[src/design/lkc_pkg.sv]
package lkc_pkg;

    localparam int KEY_W     = 32;
    localparam int CAP_W     = 5;
    localparam logic [CAP_W-1:0] CAP_RESET = 5'd16;

    typedef logic signed [KEY_W-1:0] key_t;
    typedef logic [CAP_W-1:0]        cap_t;

    typedef enum logic
    {
        MODE_INSERT = 1'b0,
        MODE_QUERY  = 1'b1
    } mode_t;

endpackage

[src/design/lru_key_cache.sv]
// lru_key_cache: fully associative key store with LRU replacement.
// Command channel: an item (mode, key) is taken on a clock edge with start
// high and busy low. busy is always low, so an item can enter every cycle.
// Result channel: done pulses for one cycle with hit, evicted_valid and
// evicted_key; the receiver cannot stall it, so results are never held.
// Each item passes one input register, then key match, victim pick and rank
// update in a single combinational pass feeding the result register and the
// entry state. Throughput is one item per cycle; each item sees the state
// left by the one before it.
// Config channel: cfg_valid/cfg_ready write capacity (cfg_ready always
// high); write it only while no item is in flight. Capacity 0 acts as 1,
// values above ENTRIES act as ENTRIES.
// Reset empties the store (all entries invalid, count zero) and sets the
// capacity to 16; it takes effect at once, with no clearing pass.
module lru_key_cache #(
    parameter int ENTRIES = 16
) (
    input  logic          clk,
    input  logic          rst_n,
    input  logic          start,
    output logic          busy,
    input  logic          mode,
    input  lkc_pkg::key_t key,
    output logic          done,
    output logic          hit,
    output logic          evicted_valid,
    output lkc_pkg::key_t evicted_key,
    input  logic          cfg_valid,
    output logic          cfg_ready,
    input  lkc_pkg::cap_t cfg_data
);
    import lkc_pkg::*;

    localparam int RW   = (ENTRIES > 1) ? $clog2(ENTRIES) : 1;
    localparam int CW   = $clog2(ENTRIES + 1);
    localparam int CMPW = ((CW > CAP_W) ? CW : CAP_W) + 1;
    localparam logic [CMPW-1:0] ENTRIES_C = CMPW'(ENTRIES);
    localparam logic [CMPW-1:0] ONE_C     = CMPW'(1);

    cap_t                cap_reg;
    logic                in_vld_reg;
    mode_t               in_mode_reg;
    key_t                in_key_reg;
    key_t                keys_reg  [ENTRIES];
    logic [ENTRIES-1:0]  valid_reg;
    logic [ENTRIES-1:0]  valid_next;
    logic [RW-1:0]       rank_reg  [ENTRIES];
    logic [RW-1:0]       rank_next [ENTRIES];
    logic [CW-1:0]       count_reg;
    logic [CW-1:0]       count_next;
    logic                done_reg;
    logic                hit_reg;
    logic                ev_vld_reg;
    key_t                ev_key_reg;

    logic                accept;
    logic [ENTRIES-1:0]  match_sel;
    logic                match_any;
    logic [ENTRIES-1:0]  free_sel;
    logic                free_any;
    logic [ENTRIES-1:0]  victim_sel;
    logic [ENTRIES-1:0]  target_sel;
    logic [RW-1:0]       touch_rank;
    logic [RW-1:0]       last_rank;
    logic [CMPW-1:0]     eff_cap;
    logic [CMPW-1:0]     count_ext;
    logic                full;
    logic                do_touch;
    logic                do_evict;
    logic                do_fill;
    logic                do_install;
    key_t                victim_key;

    assign busy      = 1'b0;
    assign cfg_ready = 1'b1;
    assign accept    = start && !busy;

    always_comb
    begin
        eff_cap = CMPW'(cap_reg);
        if (eff_cap == '0)
        begin
            eff_cap = ONE_C;
        end
        if (eff_cap > ENTRIES_C)
        begin
            eff_cap = ENTRIES_C;
        end
        count_ext = CMPW'(count_reg);
        full      = (count_ext >= eff_cap) || (count_ext >= ENTRIES_C);
        last_rank = RW'(count_reg - CW'(1));
    end

    always_comb
    begin
        match_sel  = '0;
        match_any  = 1'b0;
        free_sel   = '0;
        free_any   = 1'b0;
        victim_sel = '0;
        touch_rank = '0;
        victim_key = '0;
        for (int i = 0; i < ENTRIES; i++)
        begin
            if (!match_any && valid_reg[i] && keys_reg[i] == in_key_reg)
            begin
                match_sel[i] = 1'b1;
                match_any    = 1'b1;
            end
            if (!free_any && !valid_reg[i])
            begin
                free_sel[i] = 1'b1;
                free_any    = 1'b1;
            end
            victim_sel[i] = valid_reg[i] && (rank_reg[i] == last_rank);
        end
        for (int i = 0; i < ENTRIES; i++)
        begin
            if (match_sel[i])
            begin
                touch_rank = touch_rank | rank_reg[i];
            end
            if (victim_sel[i])
            begin
                victim_key = victim_key | keys_reg[i];
            end
        end
    end

    always_comb
    begin
        do_touch   = in_vld_reg && match_any;
        do_evict   = in_vld_reg && !match_any && (in_mode_reg == MODE_INSERT) && full;
        do_fill    = in_vld_reg && !match_any && (in_mode_reg == MODE_INSERT) && !full
                     && free_any;
        do_install = do_evict || do_fill;
        target_sel = do_evict ? victim_sel : free_sel;
        count_next = do_fill ? (count_reg + CW'(1)) : count_reg;
        valid_next = valid_reg;
        for (int i = 0; i < ENTRIES; i++)
        begin
            rank_next[i] = rank_reg[i];
            if (do_touch)
            begin
                if (valid_reg[i] && rank_reg[i] < touch_rank)
                begin
                    rank_next[i] = rank_reg[i] + RW'(1);
                end
                if (match_sel[i])
                begin
                    rank_next[i] = '0;
                end
            end
            else if (do_install)
            begin
                if (target_sel[i])
                begin
                    rank_next[i]  = '0;
                    valid_next[i] = 1'b1;
                end
                else if (valid_reg[i])
                begin
                    rank_next[i] = rank_reg[i] + RW'(1);
                end
            end
        end
    end

    always_ff @(posedge clk or negedge rst_n)
    begin
        if (!rst_n)
        begin
            cap_reg    <= CAP_RESET;
            in_vld_reg <= 1'b0;
            done_reg   <= 1'b0;
            valid_reg  <= '0;
            count_reg  <= '0;
            for (int i = 0; i < ENTRIES; i++)
            begin
                rank_reg[i] <= '0;
            end
        end
        else
        begin
            if (cfg_valid && cfg_ready)
            begin
                cap_reg <= cfg_data;
            end
            in_vld_reg <= accept;
            done_reg   <= in_vld_reg;
            valid_reg  <= valid_next;
            count_reg  <= count_next;
            for (int i = 0; i < ENTRIES; i++)
            begin
                rank_reg[i] <= rank_next[i];
            end
        end
    end

    always_ff @(posedge clk)
    begin
        if (accept)
        begin
            in_mode_reg <= mode_t'(mode);
            in_key_reg  <= key;
        end
        if (in_vld_reg)
        begin
            hit_reg    <= match_any;
            ev_vld_reg <= do_evict;
            ev_key_reg <= do_evict ? victim_key : '0;
        end
        for (int i = 0; i < ENTRIES; i++)
        begin
            if (do_install && target_sel[i])
            begin
                keys_reg[i] <= in_key_reg;
            end
        end
    end

    assign done          = done_reg;
    assign hit           = hit_reg;
    assign evicted_valid = ev_vld_reg;
    assign evicted_key   = ev_key_reg;

endmodule

[config.mk]
export PLATFORM = sky130hd
export DESIGN_NAME = lru_key_cache
export DESIGN_NICKNAME = d
export VERILOG_FILES = /design/src/design/lkc_pkg.sv /design/src/design/lru_key_cache.sv
export SDC_FILE = /design/constraint.sdc
export NUM_CORES = 1
export LEC_CHECK = 0
export BUFFER_PORTS_ARGS = -buffer_cell sky130_fd_sc_hd__buf_4
export CAP_MARGIN = 20
export CORE_MARGIN = 2
export CORE_UTILIZATION = 46
export DETAILED_ROUTE_END_ITERATION = 16
export GPL_TIMING_DRIVEN = 0
export HOLD_SLACK_MARGIN = 0.08
export PLACE_DENSITY_LB_ADDON = 0.3
export REMOVE_ABC_BUFFERS = 1
export SYNTH_ARGS = -nofsm -noshare
export SYNTH_HDL_FRONTEND = slang
export SYNTH_SLANG_ARGS = --single-unit
[constraint.sdc]
create_clock -name clk -period 14.5 [get_ports clk]
set_input_delay 1.45 -clock clk [delete_from_list [all_inputs] [get_ports clk]]
set_output_delay 1.45 -clock clk [all_outputs]
set_load 0.01 [all_outputs]
# [Yosys cells after proc, flatten, opt, wreduce, memory -nomap -nowiden]
# Memory sizes are Yosys's and may differ from the RTL's.
# Index checks and enable logic that the tools add are counted.
[op_classes] addsub=18 n_mul=0 div_mod_pow=0 magnitude_cmp=19 eq_ne=48 n_shift=0 mux=225 bitwise_logic=32 reduce_logical=198
[op_table] op="$eq 32x32->1" n=16
[op_table] op="$mux 32" n=16
[op_table] op="$or 32x32->32" n=15
[op_table] op="$mux 4" n=112
[op_table] op="$logic_and 1x1->1" n=100
[op_table] op="$reduce_and 3->1" n=32
[op_table] op="$mux 1" n=94
[op_table] op="$add 4x1->4 const B" n=16
[op_table] op="$eq 4x4->1" n=16
[op_table] op="$lt 4x4->1" n=16
[op_table] op="$or 4x4->4" n=15
[op_table] op="$ne 3x2->1 const B" n=16
[op_table] op="$reduce_bool 3->1" n=16
[op_table] op="$logic_not 1->1" n=46
[op_table] op="$mux 16" n=1
[op_table] op="$mux 5" n=2
[op_table] op="$add 5x1->5 const B" n=1
[op_table] op="$ge 5x5->1" n=1
[op_table] op="$ge 5x5->1 const B" n=1
[op_table] op="$gt 5x5->1 const B" n=1
[op_table] op="$logic_not 5->1" n=1
[op_table] op="$sub 4x1->4 const B" n=1
[op_table] op="$logic_or 1x1->1" n=2
[op_table] op="$not 1->1" n=2
[op_table] op="$reduce_bool 2->1" n=1
[word_totals] reg_bits=159 latch_bits=0 mem_bits_rw=512 romBits=0 inputBits=42 elab_cells=582 mem_count=1
[memory_table] memory="keys_reg" words=16 width=32 rd=16 rd_ports_with_merged_regs=0 write_ports=16 line_no="lru_key_cache.sv:44" rtl="key_t keys_reg [ENTRIES];"

# [Logic depth before layout (Yosys ltp)]
# An unclocked memory read counts as a cell.
[logic_depth] ltp_word=73 mapped_depth=22 ltp_nobuf=20

# [Worst setup path before layout]
# Ideal clock, no wire load.
[synth_path] path_kind="reg2reg" start="register count_reg[0]" end="memory keys_reg[0][64] (netlist bit), enable pin" setup_time_ps=433 t_arrival_ps=5281 required_ps=14067 slack_ps=8786 stages_incl_launch_ff=17 synth_period_minus_slack_ps=5714 path_cell_list="dfrtp_1 > clkbuf_1 > buf_1 > inv_1 > ha_1 > nand2b_1 > a21o_1 > a21o_1 > a21o_1 > a211o_1 > and3_1 > clkbuf_1 > nand2_1 > buf_2 > clkbuf_1 > nand2_1 > a21oi_1"
[synth_rtl] item="start, declared" line_no="lru_key_cache.sv:49" rtl="logic [CW-1:0] count_reg;"
[synth_rtl] item="start signal, assigned" line_no="lru_key_cache.sv:192" rtl="count_reg <= count_next;"
[synth_rtl] item="end, declared" line_no="lru_key_cache.sv:44"

# [Worst setup path in the final report]
[layout_path] start="register valid_reg[4]" end="register rank_reg[46] (netlist bit)"
[layout_via] elab_chain_cells=55 elab_cells_between_ends=139 cone_classes="order compare: 1; eq/ne: 1; mux: 54; bitwise: 11; reduce/logical: 72"
[layout_rtl] item="start, declared" line_no="lru_key_cache.sv:45" rtl="logic [ENTRIES-1:0] valid_reg;"
[layout_rtl] item="start signal, assigned" line_no="lru_key_cache.sv:191" rtl="valid_reg <= valid_next;"
[layout_rtl] item="branches (longest 55 deep; another with $logic_and 1x1->1)"
[layout_rtl] item="end signal, assigned by index" line_no="lru_key_cache.sv:195" rtl="rank_reg[i] <= rank_next[i];"
[layout_rtl] item="end, declared" line_no="lru_key_cache.sv:47" rtl="logic [RW-1:0] rank_reg [ENTRIES];"
# Parallel ways; which one is timed is not known. The select of a mux whose other input is x is not followed.
# A chain may end at the register's enable or synchronous reset.

==> results.md <==
* Outcome: finished, final reports clean
* Slowest-stage cell, CP: dfrtp_1
* Reported leakage power at 14.8 nW
* Starting utilization of the core area at 46.6%
* Row Count at between 100 and 150
* Count of buffers inserted at the top-level ports at 76
* Kind of end point of the critical path: flip-flop
* FF+latch count, synth at approximately 670
* Count of flip-flops with a built-in enable after synthesis at 579
* Class of the worst hold path: reg2reg
* Total power divided by cell area at 156 nW/um^2
* CTS Sinks at ~670
* Final setup violation count at 0
* Final layout net count at roughly 3300
* Post-route minimum period at between 7 and 8 ns
* Number of top-level design ports at 79
* Average cell area after synthesis at 11.9 sq um
* Number of DRC markers after the initial detailed-route iteration at 5039
* List of cells traversed by the critical path: inv_1 -> or3_1 -> or3_1 -> and3_1 -> and4_1 -> nand3b_1 -> o22ai_1 -> a221oi_1 -> and4_1 -> ha_1 -> o21ai_0 -> nor2_1 -> or4b_2 -> a21oi_1 -> nor4_1 -> a221o_1
* Number of global-route vias before repair at 28200
* Finished Cell Area at 42800 sq um
* Sequential power share at 37.6%
* Total buffers and inverters traversed by the critical path at 1
* Number of gates given a new drive strength after cts at 0
* Switching part of the total at between 30% and 40%
* Wire per inst at 39.9 um
* Number of cells on the worst hold path at 1
* Syn Std Cell Area at ~36000 sq um
* Proportion of power drawn by the clock network at 29.4%
* Highest attainable clock frequency at 129 MHz
* Top Family by Delay on Critical Path: simple AND/OR/NAND/NOR gates
* Total placed instance area at roughly 40000 sq um
* Post-detailed-route count of antenna-violating nets at 0
* Overflow left after global routing at 0
* Fin. max-slew vios at 0
* Final clock period utilization by the worst path at 53.5%
* Layout overhead on the synthesized area at 18.2%
* Total via count after detailed routing at roughly 30000
* CTS root buffer: clkbuf_16
* Count of endpoints failing hold in the final timing report at 0
* Number of H-tree levels at 3
* Core outline area at 77700 sq um
* Cts hold-fix bufs at 0
* Layout cells sized above 1 at roughly an eighth
* Int Pwr at between 4 and 5 mW
* Maximum fanout encountered on the critical timing path at 16
* Flip-flop cell with the highest count after synthesis: edfxtp_1
* Detailed Route WL at 172 mm
* DP Worst Slack at 7.01 ns
* Worst r2r path cells at 16
* Yosys warnings at 0
* Total of max-cap violations at 0
* Final core utilization at 55.1%
* Horizontal die dimension at around 280 um
* Global placer's final weighted congestion at between 1 and 1.5
* Total half-perimeter wirelength after legalization and detailed placement at 136 mm
* Final clock skew at approximately 0.041 ns
* Critical path depth in cells at 16
* First-pass iteration count of the detailed router at 7
* Max rail drop VDD at approximately 110 uV
* Total power after layout at 6.67 mW
* RSZ-0062 raised after global routing: false
* Number of buffers inserted to repair setup after CTS at 0
* Filler cell count at 6528
* Maximum number of pins on one net before global-route repair at 59
* Die boundary height at around 280 um
* Number of antenna violations at the first check in global routing at 6
* Bufs on Longest Clock Path at 3
* Worst-margin pin slew at 1.27 ns
* Ratio of routed vias to standard cells at 6.97
* Largest incremental delay on the critical path at between 1 and 1.5 ns
* Comb power frac at 32.9%
* DR DRC count at 0
* Worst-path clk slew at 0.06 ns
* Type of the worst setup path: reg2reg
* Sequential area share after synthesis at 54.4%
* TritonCTS clock tree: built
* Combined global-route utilization of all metal layers at 41.8%
* Total Negative Setup Slacks at 0 ns
* Crit path DAT at about 8.3 ns
* Worst-Skew Late Latency at 0.67 ns
* Startpoint type of the worst setup path: flip-flop
* First-pass GRT wire length at 232 mm
* CTS buffer count at 79
* Switching power summed over all nets at 2.57 mW
* Critical path required time at approximately 15 ns
* Cells after synthesis at around 3000
* Ys async rst share at 13.7%
* Max reg flops at 512
* Final setup margin at 6.75 ns
* Library cells used by synthesis at between 80 and 90
* Die area at 81000 sq um
* Slew margin rel. at 14.6%
## metal layers
layer	routed length [um]	GRT usage [%]	up-vias
met5	131	1.01	-
met1	64400	55.4	15100
met4	13200	25.5	4
met3	22800	12.5	477
li1	-	-	12100
met2	71300	59.8	2354
## power groups by stage
| stage | Sequential (mW) | Clock, mW | Combinational (mW) |
|---|---|---|---|
| final | 2.51 | 1.97 | 2.20 |
| after global routing | 2.52 | 2.05 | 2.24 |
| after CTS | 2.50 | 1.97 | 2.11 |
| after detailed placement | 2.53 | 0 | 2.10 |
| after global placement | 2.63 | 0 | 1.75 |
| after floorplan | 2.47 | 0 | 0.969 |
## cells in the final DEF (no fill, tap or decap), types with 81 or more instances in the layout
cell type,count
xnor2_1,204
nand4_1,132
buf_4,81
nor4_1,156
nand2_1,100
a22oi_1,190
xor2_1,372
dfrtp_1,90
nor2_1,128
edfxtp_1,579
nand3_1,123
## cell families (layout without fill, tap and decap cells)
kind of cell    after synthesis  after routing  synth area share (%)
compound gates              527            527                  10.9
xor+xnor                    578            578                  14.0
fa+ha+maj                    71             71                  2.45
buf+inv                     209            426                  2.52
flops                       671            671                  54.4
mux                          36             36                  1.04
other cells                   2             10                0.0207
simple gates                947            947                  14.7
## metrics by stage
step	cells	hold slack (ns)
detailed placement	4149	0.518
global placement	3999	0.508
finish	4306	0.545
floorplan	2883	0.480
global route	4298	0.562
CTS	4294	0.547
## cell type report
type / instances / area (sq um) / share of cell area, %
Timing Repair Buffer: 230 / 3250 / 7.59
Antenna cell: 8 / 20.0 / 0.0467
Clock buffer: 105 / 2150 / 5.01
Sequential cell: 671 / 19700 / 46.0
Tap cell: 1040 / 1300 / 3.04
Multi-Input combinational cell: 2161 / 15900 / 37.0
Clock inverter: 40 / 359 / 0.839
Inverter: 51 / 191 / 0.447
## worst paths after layout
check,startpoint,to,slack [ns]
max,valid_reg[4]$_DFFE_PN0P_,rank_reg[46]$_DFFE_PN0P_,6.75
min,cap_reg[2]$_DFFE_PN0P_,cap_reg[2]$_DFFE_PN0P_,0.54
max reg2reg,valid_reg[4]$_DFFE_PN0P_,rank_reg[46]$_DFFE_PN0P_,6.75
min reg2reg,cap_reg[2]$_DFFE_PN0P_,cap_reg[2]$_DFFE_PN0P_,0.54
max in group asynchronous,rst_n,in_vld_reg$_DFF_PN0_,12.92
min in group asynchronous,rst_n,valid_reg[0]$_DFFE_PN0P_,0.79
## Yosys cell counts, drive strengths merged, types with 15 or more instances
master / n / share of area [%]
a22o: 48 / 1.2
dfrtp: 91 / 6.3
buf: 84 / 1.2
o21ai: 58 / 0.80
edfxtp: 579 / 48
or2: 17 / 0.29
nor3: 75 / 1.0
clkbuf: 74 / 0.77
ha: 71 / 2.5
nand4: 133 / 2.3
nand3: 123 / 1.7
nor2: 134 / 1.4
a221oi: 41 / 0.99
a21oi: 40 / 0.55
and2: 15 / 0.26
or4: 30 / 0.63
xnor2: 205 / 5.0
a22oi: 190 / 3.9
and3: 20 / 0.35
nand4b: 18 / 0.44
o21a: 17 / 0.35
nand2: 101 / 1.0
xor2: 373 / 9.0
mux2i: 24 / 0.66
inv: 51 / 0.53
nand2b: 41 / 0.71
nor4: 157 / 2.7
Note: power is estimated with default switching activity, not from simulation.
